===== src/hdl/srr_pkg.sv =====
// Package for the sample report retransmit responder.
// Holds command codes, message characters, control types and the header table.
// No dependencies.
package srr_pkg;

    localparam int SAMPLE_FIELD_W  = 12;
    localparam int SAMPLE_BITS_DEF = 12;
    localparam int TIMEOUT_W       = 16;
    localparam int NUM_DIGITS      = 4;
    localparam int BCD_W           = 4 * NUM_DIGITS;
    localparam int HEAD_LEN        = 5;

    localparam logic [TIMEOUT_W-1:0] TIMEOUT_RESET = 16'd3000;
    localparam logic [TIMEOUT_W-1:0] TICKS_MAX     = 16'hFFFF;

    localparam logic [1:0] MODE_TICK = 2'd0;
    localparam logic [1:0] MODE_REQ  = 2'd1;
    localparam logic [1:0] MODE_ACK  = 2'd2;

    localparam logic [7:0] ASCII_ZERO = 8'h30;
    localparam logic [7:0] ASCII_CR   = 8'h0D;
    localparam logic [7:0] ASCII_LF   = 8'h0A;

    typedef enum logic [1:0] {
        ST_IDLE,
        ST_CONV,
        ST_SEND
    } t_state;

    typedef enum logic [1:0] {
        PH_HEAD,
        PH_DIGIT,
        PH_CR,
        PH_LF
    } t_phase;

    // Result of one binary to decimal conversion
    typedef struct packed {
        logic             done;
        logic [BCD_W-1:0] digits;
        logic [2:0]       num_digits;
    } t_conv_res;

    // Header "!ADC="
    function automatic logic [7:0] head_byte(input logic [2:0] idx);
        logic [7:0] b;
        case (idx)
            3'd0:    b = 8'h21;
            3'd1:    b = 8'h41;
            3'd2:    b = 8'h44;
            3'd3:    b = 8'h43;
            3'd4:    b = 8'h3D;
            default: b = 8'h21;
        endcase
        return b;
    endfunction

endpackage


===== src/hdl/srr_bcd.sv =====
// Bit-serial binary to BCD converter (shift and add three), one bit per cycle.
// Depends on srr_pkg.
module srr_bcd #(
    parameter int VALUE_W = 12
) (
    input  logic                    i_clk,
    input  logic                    i_rst_n,
    input  logic                    i_start,
    input  logic [VALUE_W-1:0]      i_value,
    output srr_pkg::t_conv_res      o_res
);

    localparam int CNT_W = $clog2(VALUE_W + 1);

    logic [VALUE_W-1:0]        r_bin;
    logic [srr_pkg::BCD_W-1:0] r_bcd;
    logic [CNT_W-1:0]          r_cnt;
    logic                      r_busy;
    logic                      r_done;
    logic [srr_pkg::BCD_W-1:0] adj;

    // Add three to every digit of five or more before the shift
    always_comb begin
        for (int d = 0; d < srr_pkg::NUM_DIGITS; d++) begin
            adj[4*d +: 4] = (r_bcd[4*d +: 4] >= 4'd5) ? r_bcd[4*d +: 4] + 4'd3
                                                        : r_bcd[4*d +: 4];
        end
    end

    always_ff @(posedge i_clk) begin
        if (!i_rst_n) begin
            r_busy <= 1'b0;
            r_done <= 1'b0;
        end else begin
            r_done <= r_busy && (r_cnt == CNT_W'(1));
            if (i_start) begin
                r_busy <= 1'b1;
            end else if (r_busy && (r_cnt == CNT_W'(1))) begin
                r_busy <= 1'b0;
            end
        end
    end

    always_ff @(posedge i_clk) begin
        if (i_start) begin
            r_bin <= i_value;
            r_bcd <= '0;
            r_cnt <= CNT_W'(VALUE_W);
        end else if (r_busy) begin
            r_bcd <= {adj[srr_pkg::BCD_W-2:0], r_bin[VALUE_W-1]};
            r_bin <= r_bin << 1;
            r_cnt <= r_cnt - CNT_W'(1);
        end
    end

    assign o_res.done       = r_done;
    assign o_res.digits     = r_bcd;
    assign o_res.num_digits = (r_bcd[15:12] != 4'd0) ? 3'd4 :
                              (r_bcd[11:8]  != 4'd0) ? 3'd3 :
                              (r_bcd[7:4]   != 4'd0) ? 3'd2 : 3'd1;

endmodule


===== src/hdl/srr_tx.sv =====
// Message serializer: streams "!ADC=<digits>\r\n" one byte per transaction.
// Shifts the decimal digits out one nibble at a time. Depends on srr_pkg.
module srr_tx (
    input  logic               i_clk,
    input  logic               i_rst_n,
    input  srr_pkg::t_conv_res i_conv,
    input  logic               i_resend,
    input  logic               i_ready,
    output logic               o_valid,
    output logic [7:0]         o_tx_byte,
    output logic               o_last_byte,
    output logic               o_is_resend
);

    logic                      r_busy;
    srr_pkg::t_phase           r_phase;
    logic [2:0]                r_head_idx;
    logic [2:0]                r_left;
    logic [srr_pkg::BCD_W-1:0] r_digits;
    logic                      r_valid;
    logic [7:0]                r_byte;
    logic                      r_last;
    logic                      r_resend;
    logic                      adv;
    logic [srr_pkg::BCD_W-1:0] aligned;

    // Move the leading significant digit to the top nibble
    always_comb begin
        case (i_conv.num_digits)
            3'd4:    aligned = i_conv.digits;
            3'd3:    aligned = {i_conv.digits[11:0], 4'd0};
            3'd2:    aligned = {i_conv.digits[7:0], 8'd0};
            default: aligned = {i_conv.digits[3:0], 12'd0};
        endcase
    end

    assign adv = r_busy && (!r_valid || i_ready);

    always_ff @(posedge i_clk) begin
        if (!i_rst_n) begin
            r_busy  <= 1'b0;
            r_valid <= 1'b0;
            r_phase <= srr_pkg::PH_HEAD;
        end else begin
            if (adv) begin
                r_valid <= 1'b1;
            end else if (i_ready) begin
                r_valid <= 1'b0;
            end
            if (i_conv.done) begin
                r_busy  <= 1'b1;
                r_phase <= srr_pkg::PH_HEAD;
            end else if (adv) begin
                case (r_phase)
                    srr_pkg::PH_HEAD: begin
                        if (r_head_idx == 3'(srr_pkg::HEAD_LEN - 1)) begin
                            r_phase <= srr_pkg::PH_DIGIT;
                        end
                    end
                    srr_pkg::PH_DIGIT: begin
                        if (r_left == 3'd1) begin
                            r_phase <= srr_pkg::PH_CR;
                        end
                    end
                    srr_pkg::PH_CR: r_phase <= srr_pkg::PH_LF;
                    default: begin
                        r_busy  <= 1'b0;
                        r_phase <= srr_pkg::PH_HEAD;
                    end
                endcase
            end
        end
    end

    always_ff @(posedge i_clk) begin
        if (i_conv.done) begin
            r_head_idx <= 3'd0;
            r_left     <= i_conv.num_digits;
            r_digits   <= aligned;
            r_resend   <= i_resend;
        end else if (adv) begin
            r_last <= 1'b0;
            case (r_phase)
                srr_pkg::PH_HEAD: begin
                    r_byte     <= srr_pkg::head_byte(r_head_idx);
                    r_head_idx <= r_head_idx + 3'd1;
                end
                srr_pkg::PH_DIGIT: begin
                    r_byte   <= srr_pkg::ASCII_ZERO | {4'd0, r_digits[15:12]};
                    r_digits <= r_digits << 4;
                    r_left   <= r_left - 3'd1;
                end
                srr_pkg::PH_CR: r_byte <= srr_pkg::ASCII_CR;
                default: begin
                    r_byte <= srr_pkg::ASCII_LF;
                    r_last <= 1'b1;
                end
            endcase
        end
    end

    assign o_valid     = r_valid;
    assign o_tx_byte   = r_byte;
    assign o_last_byte = r_last;
    assign o_is_resend = r_resend;

endmodule


===== src/hdl/sample_report_retransmit_responder.sv =====
// Top level of the sample report retransmit responder.
// Uses srr_pkg, srr_bcd and srr_tx.
//
// Stop-and-wait report responder. Each input transaction carries a mode
// (0 tick, 1 request, 2 acknowledge, 3 ignored) and the current converter
// sample. A request latches the sample, masked to SAMPLE_BITS, sends
// "!ADC=<decimal>\r\n" and starts waiting; an acknowledge ends the wait.
// While waiting, ticks are counted (saturating at 65535); once the count
// reaches the configured timeout the latched sample is sent again with
// is_resend set and the count restarts. A request while waiting restarts
// with the fresh sample. Timing: an item that sends nothing leaves the block
// idle, so such items can follow back to back. An item that sends a message
// occupies the block through accept, a converter start strobe, bit-serial
// decimal conversion of the latched sample bits (at most 12), a load of the
// serializer and the registering of the first byte, then 8 to 11 output
// transactions of one byte each, one per cycle while the sink is ready; the
// sink holding ready low stalls the output. The conversion loop takes one
// sample bit per cycle, and the output register is byte-wide. No new input
// transaction is taken until the last byte of a message has been accepted.
// The configuration channel is always ready; write the timeout only while
// the block is idle.
module sample_report_retransmit_responder #(
    parameter int SAMPLE_BITS = srr_pkg::SAMPLE_BITS_DEF
) (
    input  logic        i_clk,
    input  logic        i_rst_n,
    // input channel
    input  logic        i_in_valid,
    output logic        o_in_ready,
    input  logic [1:0]  i_mode,
    input  logic [11:0] i_adc_sample,
    // output channel
    output logic        o_out_valid,
    input  logic        i_out_ready,
    output logic [7:0]  o_tx_byte,
    output logic        o_last_byte,
    output logic        o_is_resend,
    // configuration channel
    input  logic        i_cfg_valid,
    output logic        o_cfg_ready,
    input  logic [15:0] i_cfg_data
);

    // Sample bits that survive the mask
    localparam int LATCH_W = (SAMPLE_BITS < srr_pkg::SAMPLE_FIELD_W) ?
                             SAMPLE_BITS : srr_pkg::SAMPLE_FIELD_W;

    srr_pkg::t_state              r_state, n_state;
    logic                         r_waiting, n_waiting;
    logic [srr_pkg::TIMEOUT_W-1:0] r_elapsed, n_elapsed;
    logic [srr_pkg::TIMEOUT_W-1:0] r_timeout;
    logic [LATCH_W-1:0]           r_latched, n_latched;
    logic                         r_resend, n_resend;
    logic                         r_conv_start, n_conv_start;

    logic                         accept;
    logic                         last_out;
    logic [srr_pkg::TIMEOUT_W-1:0] tick_count;
    srr_pkg::t_conv_res           conv_res;

    assign o_in_ready  = (r_state == srr_pkg::ST_IDLE);
    assign o_cfg_ready = 1'b1;
    assign accept      = i_in_valid && o_in_ready;
    assign last_out    = o_out_valid && i_out_ready && o_last_byte;

    // Saturating tick count
    assign tick_count = (r_elapsed != srr_pkg::TICKS_MAX) ?
                        r_elapsed + srr_pkg::TIMEOUT_W'(1) : r_elapsed;

    always_ff @(posedge i_clk) begin
        if (!i_rst_n) begin
            r_state      <= srr_pkg::ST_IDLE;
            r_waiting    <= 1'b0;
            r_elapsed    <= '0;
            r_latched    <= '0;
            r_timeout    <= srr_pkg::TIMEOUT_RESET;
            r_resend     <= 1'b0;
            r_conv_start <= 1'b0;
        end else begin
            r_state      <= n_state;
            r_waiting    <= n_waiting;
            r_elapsed    <= n_elapsed;
            r_latched    <= n_latched;
            r_resend     <= n_resend;
            r_conv_start <= n_conv_start;
            if (i_cfg_valid) begin
                r_timeout <= i_cfg_data;
            end
        end
    end

    always_comb begin
        n_state      = r_state;
        n_waiting    = r_waiting;
        n_elapsed    = r_elapsed;
        n_latched    = r_latched;
        n_resend     = r_resend;
        n_conv_start = 1'b0;
        case (r_state)
            srr_pkg::ST_IDLE: begin
                if (accept) begin
                    case (i_mode)
                        srr_pkg::MODE_REQ: begin
                            // latch fresh sample, restart the wait
                            n_latched    = i_adc_sample[LATCH_W-1:0];
                            n_waiting    = 1'b1;
                            n_elapsed    = '0;
                            n_resend     = 1'b0;
                            n_conv_start = 1'b1;
                            n_state      = srr_pkg::ST_CONV;
                        end
                        srr_pkg::MODE_ACK: begin
                            n_waiting = 1'b0;
                        end
                        srr_pkg::MODE_TICK: begin
                            if (r_waiting) begin
                                if (tick_count >= r_timeout) begin
                                    // timeout: resend latched sample
                                    n_elapsed    = '0;
                                    n_resend     = 1'b1;
                                    n_conv_start = 1'b1;
                                    n_state      = srr_pkg::ST_CONV;
                                end else begin
                                    n_elapsed = tick_count;
                                end
                            end
                        end
                        default: ;
                    endcase
                end
            end
            srr_pkg::ST_CONV: begin
                // hold until the digits are handed to the serializer
                if (conv_res.done) begin
                    n_state = srr_pkg::ST_SEND;
                end
            end
            srr_pkg::ST_SEND: begin
                if (last_out) begin
                    n_state = srr_pkg::ST_IDLE;
                end
            end
            default: n_state = srr_pkg::ST_IDLE;
        endcase
    end

    srr_bcd #(
        .VALUE_W (LATCH_W)
    ) u_bcd (
        .i_clk   (i_clk),
        .i_rst_n (i_rst_n),
        .i_start (r_conv_start),
        .i_value (r_latched),
        .o_res   (conv_res)
    );

    srr_tx u_tx (
        .i_clk       (i_clk),
        .i_rst_n     (i_rst_n),
        .i_conv      (conv_res),
        .i_resend    (r_resend),
        .i_ready     (i_out_ready),
        .o_valid     (o_out_valid),
        .o_tx_byte   (o_tx_byte),
        .o_last_byte (o_last_byte),
        .o_is_resend (o_is_resend)
    );

endmodule

===== config.mk =====
export PLATFORM = sky130hd
export DESIGN_NAME = sample_report_retransmit_responder
export DESIGN_NICKNAME = d
export VERILOG_FILES = /design/src/hdl/srr_pkg.sv /design/src/hdl/srr_bcd.sv /design/src/hdl/srr_tx.sv /design/src/hdl/sample_report_retransmit_responder.sv
export SDC_FILE = /design/constraint.sdc
export NUM_CORES = 1
export LEC_CHECK = 0
export ABC_AREA = 1
export BUFFER_PORTS_ARGS = -buffer_cell sky130_fd_sc_hd__buf_2
export CORE_ASPECT_RATIO = 1.5
export CORE_MARGIN = 3
export CORE_UTILIZATION = 55
export DETAILED_ROUTE_END_ITERATION = 8
export PLACE_DENSITY = 0.74
export SYNTH_ARGS = -nofsm -noshare
export SYNTH_HDL_FRONTEND = slang
export SYNTH_SLANG_ARGS = --single-unit

===== constraint.sdc =====
create_clock -name i_clk -period 3.9 [get_ports i_clk]
set_input_delay 0.78 -clock i_clk [delete_from_list [all_inputs] [get_ports i_clk]]
set_output_delay 0.78 -clock i_clk [all_outputs]
set_load 0.01 [all_outputs]

# Yosys cells after proc, flatten, opt, wreduce, memory -nomap -nowiden
# Index checks and enable logic that the tools add are counted.
# totals
output_inout_bits	13
ff_bits	119
in_bits	35
latchBits	0
memories	0
ramBits	0
mem_bits_ro	0
# classes
reduce_logical	33
n_bitwise	2
n_lt_le_gt_ge	5
muxes	47
n_mul	0
n_eq_ne	27
shifts	0
addsub	8
div_mod_pow	0
# op_table
op	count
$mux 16	6
$pmux 16 s3	1
$pmux 16 s2	1
$pmux 7 s4	1
$mux 12	2
$pmux 7 s3	1
$mux 3	6
$add 16x1->16 const B	1
$ge 16x16->1	1
$ge 4x3->1 const B	4
$mux 2	8
$ne 16x16->1 const B	1
$reduce_bool 2->1	7
$add 4x2->4 const B	3
$eq 3x2->1 const B	4
$mux 1	12
$mux 4	3
$pmux 2 s3	2
$reduce_and 3->1	4
$reduce_bool 4->1	3
$ne 2x1->1 const B	5
$reduce_and 2->1	4
$eq 2x1->1 const B	3
$eq 2x2->1 const B	3
other kinds (22)	36

# Depth between registers and ports, before layout
# logic_depth
word_depth	8
mapped_depth	23
ltp_nobuf	23

# Cells and area by module
# Synthesis repeated with hierarchy kept, for this count alone.
# unflattened
cells_unflattened	857
hier_area_um2	6475.0
# by_module_without_submodules
module	seq_area_each_um2	area_per_inst_um2	cells_each	instances
sample_report_retransmit_responder	980.9	2682.6	378	1
srr_tx	980.9	2045.7	244	1
srr_bcd	800.8	1746.7	235	1

# Worst setup path before layout
# OpenSTA, ideal clock, no wires.
# synth_timing
kind	input to register
startpoint	input i_out_ready
endpoint	register u_tx.r_digits[0] (netlist name) (enable)
stages	6
slack_ps	971
t_arrival_ps	2507
n_path_buf	0
required_ps	3479
setup_time_ps	421
path_cell_list	inv_1 > nand2_1 > inv_1 > nor2_1 > inv_1 > o21ai_0
# synth_via
elab_chain_len	4
# synth_lines
item	line_no	text
start, declared	sample_report_retransmit_responder.sv:34	input logic i_out_ready,
$logic_or 1x1->1	srr_tx.sv:37	assign adv = r_busy && (!r_valid || i_ready);
$logic_and 1x1->1	srr_tx.sv:37	
$reduce_bool 2->1 (no line)	--	
$reduce_and 2->1 (no line)	--	
end signal, assigned	srr_tx.sv:79	r_digits <= aligned;
end signal, assigned	srr_tx.sv:90	r_digits <= r_digits << 4;
end, declared	srr_tx.sv:19	logic [srr_pkg::BCD_W-1:0] r_digits;
# Every way passes these cells.
# A chain may end at the register's enable or synchronous reset.

# Final worst setup path
# layout_timing
startpoint	register r_elapsed[0] (netlist name)
endpoint	register r_resend
# layout_via
elab_chain_len	5
# layout_lines
item	line_no	text
start, declared	sample_report_retransmit_responder.sv:50	logic [srr_pkg::TIMEOUT_W-1:0] r_elapsed, n_elapsed;
start signal, assigned	sample_report_retransmit_responder.sv:82	r_elapsed <= n_elapsed;
$add 16x1->16 / $ne 16x16->1 (equally long branches)	sample_report_retransmit_responder.sv:68, sample_report_retransmit_responder.sv:67	
$mux 16 *	sample_report_retransmit_responder.sv:67	assign tick_count = (r_elapsed != srr_pkg::TICKS_MAX) ?
$ge 16x16->1 *	sample_report_retransmit_responder.sv:117	if (tick_count >= r_timeout) begin
$ne 2x2->1 (no line) *	--	
$reduce_and 5->1 (no line) *	--	
end signal, assigned	sample_report_retransmit_responder.sv:84	r_resend <= n_resend;
end, declared	sample_report_retransmit_responder.sv:53	logic r_resend, n_resend;
# Mark *: on every way between the ends. The rest lies on a longest branch, timed or not.

==> impl_metrics.toml <==
[pwr]
fin_total_pwr_uw = 3540
leakage_uw = 0.00297
power.density_nw_per_um2 = 505
irDropWorstVdd_mv = 0.318

[detailed_routing]
drt-total-wl_um = 13700
drc = 0
wl_per_cell_um = 14.2
route.vias.total = 5386
dr.pass1.iters = 5
first_iter_violations = 266
ant_nets = 0
avgViaCountPerCell = 5.57

[place]
place_area_um2 = 6430
io_buffers = 45
pre_cts_ws_ps = 808
dp_hpwl_um = 9780
gp_congestion = 0.887

[clocking]
post_cts_buffers = 0
htreeDepth = 4
cts-root-buf = "clkbuf_16"
cts_max_path_buffers = 2
numCtsBuffers = 17
hold_buffers = 0
cts_resized = 0
clk_pin_slew_ps = 50
clock_latency_ps = 410
cts_tree = "done"
cts_sinks = 118

[critical_path]
crit_type = "flop to flop"
cp_max_fo = 17
required_ps = 4210
endpoint_kind = "flop"
critPathArrivalTime_ps = 3450
regToRegSetupSlack_ps = 750
critPathLaunchType = "flop"

[logic_synthesis]
synth_xor_xnor_area_share = 0.0114
yosysSeqAreaShare = 0.449
synth_mux_area_frac = 0
synthesis.area_um2 = 6150
synthCells = 773
synth_top_area_frac = 0.254
avgSynthCellArea_um2 = 7.96
synth_cell_types = 36
synthArstFlopShare = 0
synth_compound_area_frac = 0.171
post-synth-top-area-cell = "dfxtp_1"
yosys.area_share.simple = 0.201
synth_top_family_by_area = "simple AND/OR/NAND/NOR gates"
synth_nets = 849
synthAdderAreaFrac = 0.0834
yosys_warnings = 0
synthTopCellsByArea = "dfxtp_1, edfxtp_1, nand2_1, ha_1, o21ai_0"
synth_edf_count = 40
synth-seq-cells = 118
synth_ff_type = "dfxtp_1"

[timing]
timing.fmax_ghz = 0.318
grt_setup_unrepaired = "false"
setup_viol = 0
max_slew_margin = 0.335
final_hold_viol_count = 0
period_minus_slack_ps = 3150
fin_crit_sh = 0.807
fin_ws_ps = 753
slew_violations = 0
whs_ps = 441
max_slew.worst_pin.slew_ps = 996
fin_skew_ps = 7.88
tns_ps = 0

[outcome]
run_status = "completed"

[global_route]
grtUsageTotal = 0.231
antenna_found_initial = 0
grt_pass1_vias = 5283
grt_pass1_wl_um = 23100
gr-total-overflow = 0
grt_max_degree = 32

[finish]
finalInstanceArea_um2 = 7010
ff_latch_area_um2 = 2760
area_delta_synth_final_pct = 14.0
nFillCells = 930
layout.nets = 887
multiInputGateArea_um2 = 2880
diodes = 0
drive_above_1_share = 0.117

[floorplan]
core_um2 = 10800
dieArea_um2 = 12500
io_pins = 48
fp-row-count = 46
die_x_um = 92.4
die_h_um = 136
start_util = 0.572

[min_path]
hold_class = "flop to flop"

[flow_run]
drv_cap = 0
[critical path: stages, from the launching register on]
cell	delay [ps]
dfxtp_1	420
ha_1	220
inv_1	80
nor2_4	180
nand2_4	80
nor2_4	130
inv_2	190
nand2_4	130
ha_1	260
a21oi_1	140
o21ai_0	130
a21oi_2	620
nand2_1	110
nand2_1	130
o21ai_0	100
nand2_1	70
inv_1	40
[metal layers]
layer / routed length, um / global-route usage / vias to the layer above / part of all wire
met5: 0 / 0 / - / 0
met1: 5370 / 0.250 / 2478 / 0.39
li1: - / - / 2661 / -
met2: 7150 / 0.418 / 193 / 0.52
met4: 458 / 0.112 / 0 / 0.033
met3: 755 / 0.0523 / 54 / 0.055
[cells by family after synthesis]
| family | after synthesis |
|---|---|
| and+or+nand+nor | 277 |
| other | 2 |
| xor gates and xnor gates | 8 |
| buffers and inverters | 128 |
| AOI/OAI and AO/OA | 199 |
| DFF | 118 |
| adders and majority gates | 41 |
[final cells by class]
type,count,area share
Sequential cell,118,0.394
Inverter,101,0.0541
Timing Repair Buffer,46,0.0332
Multi-Input combinational cell,527,0.410
Clock buffer,22,0.0648
Tap cell,144,0.0257
Clock inverter,9,0.0182
[registers in the layout (all words and copies together), names as in the netlist, 2 cells and up]
signal,cells
u_tx.r_digits,16
r_state,2
u_bcd.r_cnt,4
u_bcd.r_bin,12
r_timeout,16
u_tx.r_left,3
r_elapsed,16
u_tx.r_head_idx,3
u_tx.r_phase,2
u_tx.o_tx_byte,7
u_bcd.r_bcd,16
r_latched,12
[power breakdown]
group | leakage, uW | switching, uW | total (uW) | internal (uW)
clock network | 0.000278 | 521 | 1530 | 1010
logic | 0.00170 | 379 | 557 | 177
registers | 0.00100 | 77.1 | 1450 | 1370
total | 0.00297 | 977 | 3540 | 2560
[final timing paths]
path / from / endpoint / cells after the start
worst max-delay path: r_elapsed[0] / r_resend / 16
worst min-delay path: r_resend / u_tx.o_is_resend / 0
worst max register to register: r_elapsed[0] / r_resend / 16
worst min register to register: r_resend / u_tx.o_is_resend / 0
[per-stage QoR]
stage	std cells	util
after floorplan	773	-
after global placement	936	0.597
after detailed placement	936	0.597
after CTS	967	0.651
after global routing	967	0.651
final	967	0.651
[layout by cell type (no fill, tap or decap), drive strengths merged]
cell / instances
o21bai: 1
inv: 99
a21o: 1
o32ai: 1
buf: 46
xor2: 4
a31oi: 3
a21oi: 78
clkbuf: 22
bufinv: 3
o21ai: 92
a31o: 1
nor3: 10
o22ai: 16
nand2: 160
nand3: 17
edfxtp: 40
ha: 41
clkinv: 6
o31ai: 1
clkinvlp: 2
nand4: 20
xnor2: 4
dfxtp: 78
nor2: 68
and2: 1
o211ai: 3
or2: 1
conb: 2
a211oi: 2
[cells in the mapped netlist, drive strengths merged (3+ instances only)]
| cell | count |
|---|---|
| nand2 | 160 |
| inv | 99 |
| o21ai | 92 |
| a21oi | 78 |
| dfxtp | 78 |
| nor2 | 68 |
| ha | 41 |
| edfxtp | 40 |
| nand4 | 20 |
| clkbuf | 18 |
| nand3 | 17 |
| o22ai | 16 |
| nor3 | 10 |
| buf | 9 |
| xnor2 | 4 |
| xor2 | 4 |
| a31oi | 3 |
| o211ai | 3 |
Power figures use the tool's default switching activity.
